<file path="src/hw/rtl/gbc_pkg.sv">
package gbc_pkg;

   localparam int MAX_REGIONS = 16;
   localparam int IDX_W       = (MAX_REGIONS > 1) ? $clog2(MAX_REGIONS) : 1;
   localparam int CNT_W       = $clog2(MAX_REGIONS + 1);
   localparam int COORD_W     = 32;
   localparam int SIZE_W      = 31;
   localparam int DROP_W      = 8;
   localparam int CSR_ADDR_W  = 3;
   localparam int CSR_DATA_W  = 32;

   localparam logic [DROP_W-1:0] DROP_MAX = {DROP_W{1'b1}};

   // Register index, taken from address bit 2 (one 32-bit word per register).
   localparam logic REG_SIDE_LIMIT = 1'b0;

   typedef struct packed {
      logic signed [COORD_W-1:0] min_x;
      logic signed [COORD_W-1:0] min_y;
      logic signed [COORD_W-1:0] min_z;
      logic [SIZE_W-1:0]         size_x;
      logic [SIZE_W-1:0]         size_y;
      logic [SIZE_W-1:0]         size_z;
   } box_type;

   typedef struct packed {
      box_type box;
      logic    fit;
   } union_res_type;

   typedef enum logic [1:0] {
      ST_IDLE,
      ST_SCAN,
      ST_EMIT_RD,
      ST_EMIT_LD
   } state_type;

endpackage

</file>
<file path="src/hw/rtl/gbc_table.sv">
module gbc_table (
   input  logic                            clock,
   input  logic                            wr_en,
   input  logic [gbc_pkg::IDX_W-1:0]       wr_addr,
   input  gbc_pkg::box_type                wr_data,
   input  logic [gbc_pkg::IDX_W-1:0]       rd_addr,
   output gbc_pkg::box_type                rd_data
);

   gbc_pkg::box_type mem [gbc_pkg::MAX_REGIONS];
   gbc_pkg::box_type rd_data_ff;

   always_ff @(posedge clock) begin
      if (wr_en) begin
         mem[wr_addr] <= wr_data;
      end
      rd_data_ff <= mem[rd_addr];
   end

   assign rd_data = rd_data_ff;

endmodule

</file>
<file path="config.mk">
export PLATFORM = sky130hd
export DESIGN_NAME = gbc_table
export DESIGN_NICKNAME = d
export VERILOG_FILES = /design/src/hw/rtl/gbc_pkg.sv /design/src/hw/rtl/gbc_table.sv
export SDC_FILE = /design/constraint.sdc
export NUM_CORES = 2
export LEC_CHECK = 0
export CAP_MARGIN = 20
export CORE_UTILIZATION = 60
export DETAILED_ROUTE_END_ITERATION = 8
export DONT_BUFFER_PORTS = 1
export PLACE_DENSITY = 0.76
export SYNTH_ARGS = -nofsm -noshare
export SYNTH_HDL_FRONTEND = slang
export SYNTH_SLANG_ARGS = --single-unit
</file>
<file path="constraint.sdc">
create_clock -name clock -period 40 [get_ports clock]
set_clock_uncertainty 0.05 [all_clocks]
set_input_delay 4 -clock clock [delete_from_list [all_inputs] [get_ports clock]]
set_output_delay 4 -clock clock [all_outputs]
set_load 0.01 [all_outputs]
</file>
==> impl_metrics.yaml <==
min_path:
  holdPathStages: 3
  hp-class: "flip-flop to flip-flop"
drt:
  drtAntennaViolNets: 0
  drc: 0
  avgRoutedWirePerCell_um: 33.1
  totalWireLength_um: 260000
  dr.pass1.iters: 6
  vias: 52488
  via_per_inst: 6.69
  detail_route.iter0.violations: 6016
final_layout:
  area_growth_pct: 11.0
  final_nets: 5279
  stdcell_count: 7846
  drive_above_1_share_pct: 25.5
  final_cell_mix: "edfxtp_1, mux4_2, clkbuf_16"
  mostFrequentLayoutCell: "edfxtp_1"
synthesis:
  synth_area_per_cell_sq_um: 23.8
  synthSimpleGateAreaFrac_pct: 0.880
  ys_types: 26
  synth_xor_area_share_pct: 0
  yosys.area_share.adder_pct: 0
  synth_compound_area_share_pct: 2.58
  seq_area_frac_synth_pct: 80.6
  syn_nets: 5134
  synth_cells: 4935
  syn-cell-area_sq_um: 117000
  synth_top_family_by_area: "multiplexers"
  ys_ff_latch: 3213
  muxShareOfSynthArea_pct: 14.7
  yosysWarnings: 0
clock_network:
  post-cts-setup-buffers: 0
  path_clk_slew_ps: 60
  root_buffer: "clkbuf_16"
  cts_buffer_depth: 4
  ctsResizeCount: 0
  clock_latency_ps: 950
  cts_hold_buffers: 0
  cts-htree-levels: 5
  clkSinkCount: 3213
  numCtsBuffers: 321
  cts_tree: "done"
placement:
  numPortBuffers: 0
  hpwl_um: 124000
  dpl.cell_count: 7272
  place.gp.congestion: 0.741
floorplanning:
  initial_core_util_pct: 60.7
  core-area_sq_um: 193000
  die-area_sq_um: 197000
  rows: 161
  io_pins: 388
  die_width_um: 444
  die_y_um: 444
timing:
  fin_crit_sh_pct: 17.9
  maxSlewHeadroom_pct: 24.4
  rsz0062_at_grt: "false"
  finalSetupTns_ps: 0
  tightest_slew_ps: 1130
  hold_violations: 0
  setup_viol: 0
  finalMaxSlewViolations: 0
  period_needed_ps: 7170
  clock.fmax_mhz: 140
critical_path:
  r2r_end: "rd_data[143]$_DFF_P_"
  r2r_cells: 3
  cp_num_cells: 5
  worst-r2r-setup-slack_ps: 38360
  cp_top_family: "buffers and inverters"
  crit_top_cell: "buf_4"
  cp-start-kind: "input pin"
  cp-startpoint: "wr_addr[3]"
  crit_path_end: "mem[6][173]$_DFFE_PP_"
  cp_num_buf_inv: 3
  slowest_delay_ps: 930
  endpoint_kind: "flip-flop"
  cp_max_fo: 49
  cp_slowest_cell: "buf_4"
  cp_cell_sequence: "nand3b_1, nor2_4, buf_4, buf_4, buf_4"
  crit_type: "input pin to flip-flop"
  worst_ep_required_time_ps: 40490
  crit_arrival_ps: 7660
  r2r-start: "mem[7][143]$_DFFE_PP_"
power:
  seq_power_share_pct: 54.8
  peakVddDrop_mv: 0.0584
  leakagePower_nw: 41.0
  power_frac_clock_pct: 41.8
  comb_power_share_pct: 3.3
  p_per_area_nw_per_um2: 53.4
  power.switching_w: 0.00138
  p_int_w: 0.00558
  swShare_pct: 19.8
run_status:
  status: "completed"
grt:
  grt_max_degree: 766
  antenna_found_initial: 2
  grt_pass1_vias: 54573
  grt.overflow.total: 0
  grtUsageTotal_pct: 26.5
  grt_pass1_wl_um: 376000
flow_run:
  maxCapViolCount: 0
## through the flow
step	hold slack, ps	total power [W]	worst slack, ps	area [sq um]	util, %
after detailed placement	603	0.00408	31900	120000	62.0
after floorplan	585	0.00406	21740	117000	-
final	595	0.00696	32830	130000	67.4
after global routing	592	0.00714	32730	130000	67.4
after CTS	592	0.00696	32850	130000	67.2
after global placement	593	0.00408	31990	120000	62.0
## cell type report
cell class                      instances  area, sq um
Tap cell                             2526         3160
Sequential cell                      3213        94600
Timing Repair Buffer                   84          968
Clock inverter                        128         1240
Antenna cell                            2         5.00
Clock buffer                          433         8860
Fill cell                           11387        63100
Multi-Input combinational cell       1460        21500
## cell families after synthesis
logic type | after synthesis
AO/OA/AOI/OAI | 401
buffers and inverters | 262
AND/OR/NAND/NOR | 228
flip-flops | 3213
multiplexers | 831
## worst reg2reg max path, stage by stage (launching register included)
cell	delay [ps]
edfxtp_1	380
mux4_2	490
a22oi_1	200
o21ai_0	300
## cell usage after synthesis, drive strengths merged
master | instances | area (sq um)
nor2 | 15 | 56.3
a22oi | 322 | 2420
nand3b | 2 | 15.0
a221oi | 19 | 166
dfxtp | 189 | 3780
nor2b | 36 | 225
nand3 | 1 | 5.00
mux2i | 33 | 330
buf | 156 | 1030
o22a | 7 | 61.3
mux2 | 91 | 1020
o221ai | 30 | 263
o21ai | 23 | 115
edfxtp | 3024 | 90800
or2 | 1 | 6.26
mux4 | 707 | 15900
nand2b | 23 | 144
clkbuf | 106 | 398
or3b | 1 | 8.76
nand2 | 142 | 533
nor3 | 4 | 20.0
and2 | 3 | 18.8
## state kept, by name, summed over array words and instances, names as in the netlist
name and count:
rd_data 189, mem 3024
## layer usage
| layer | GRT usage [%] | vias to the layer above | wire [um] | share of wire, % |
|---|---|---|---|---|
| li1 | - | 21328 | - | - |
| met1 | 34.5 | 28263 | 95700 | 37 |
| met2 | 44.7 | 2480 | 134000 | 52 |
| met3 | 6.01 | 417 | 22000 | 8.5 |
| met4 | 8.73 | 0 | 7880 | 3.0 |
| met5 | 0 | - | 0 | 0 |
## power by group through the flow
stage | Clock [W] | Sequential (W) | Combinational (W)
6_report | 0.00291 | 0.00381 | 0.000233
5_1_grt | 0.00307 | 0.00382 | 0.000247
4_1_cts | 0.00295 | 0.00382 | 0.000200
3_5_place_dp | 0 | 0.00389 | 0.000198
3_3_place_gp | 0 | 0.00388 | 0.000195
2_1_floorplan | 0 | 0.00387 | 0.000182
## worst min-delay path by stage
stage | to | from | slack (ps)
6_report | rd_data[88]$_DFF_P_ | mem[12][88]$_DFFE_PP_ | 590
5_1_grt | rd_data[88]$_DFF_P_ | mem[12][88]$_DFFE_PP_ | 590
4_1_cts | rd_data[88]$_DFF_P_ | mem[12][88]$_DFFE_PP_ | 590
3_5_place_dp | rd_data[183]$_DFF_P_ | mem[15][183]$_DFFE_PP_ | 600
3_3_place_gp | rd_data[36]$_DFF_P_ | mem[14][36]$_DFFE_PP_ | 590
2_1_floorplan | rd_data[0]$_DFF_P_ | mem[14][0]$_DFFE_PP_ | 580
Power figures use the tool's default switching activity.
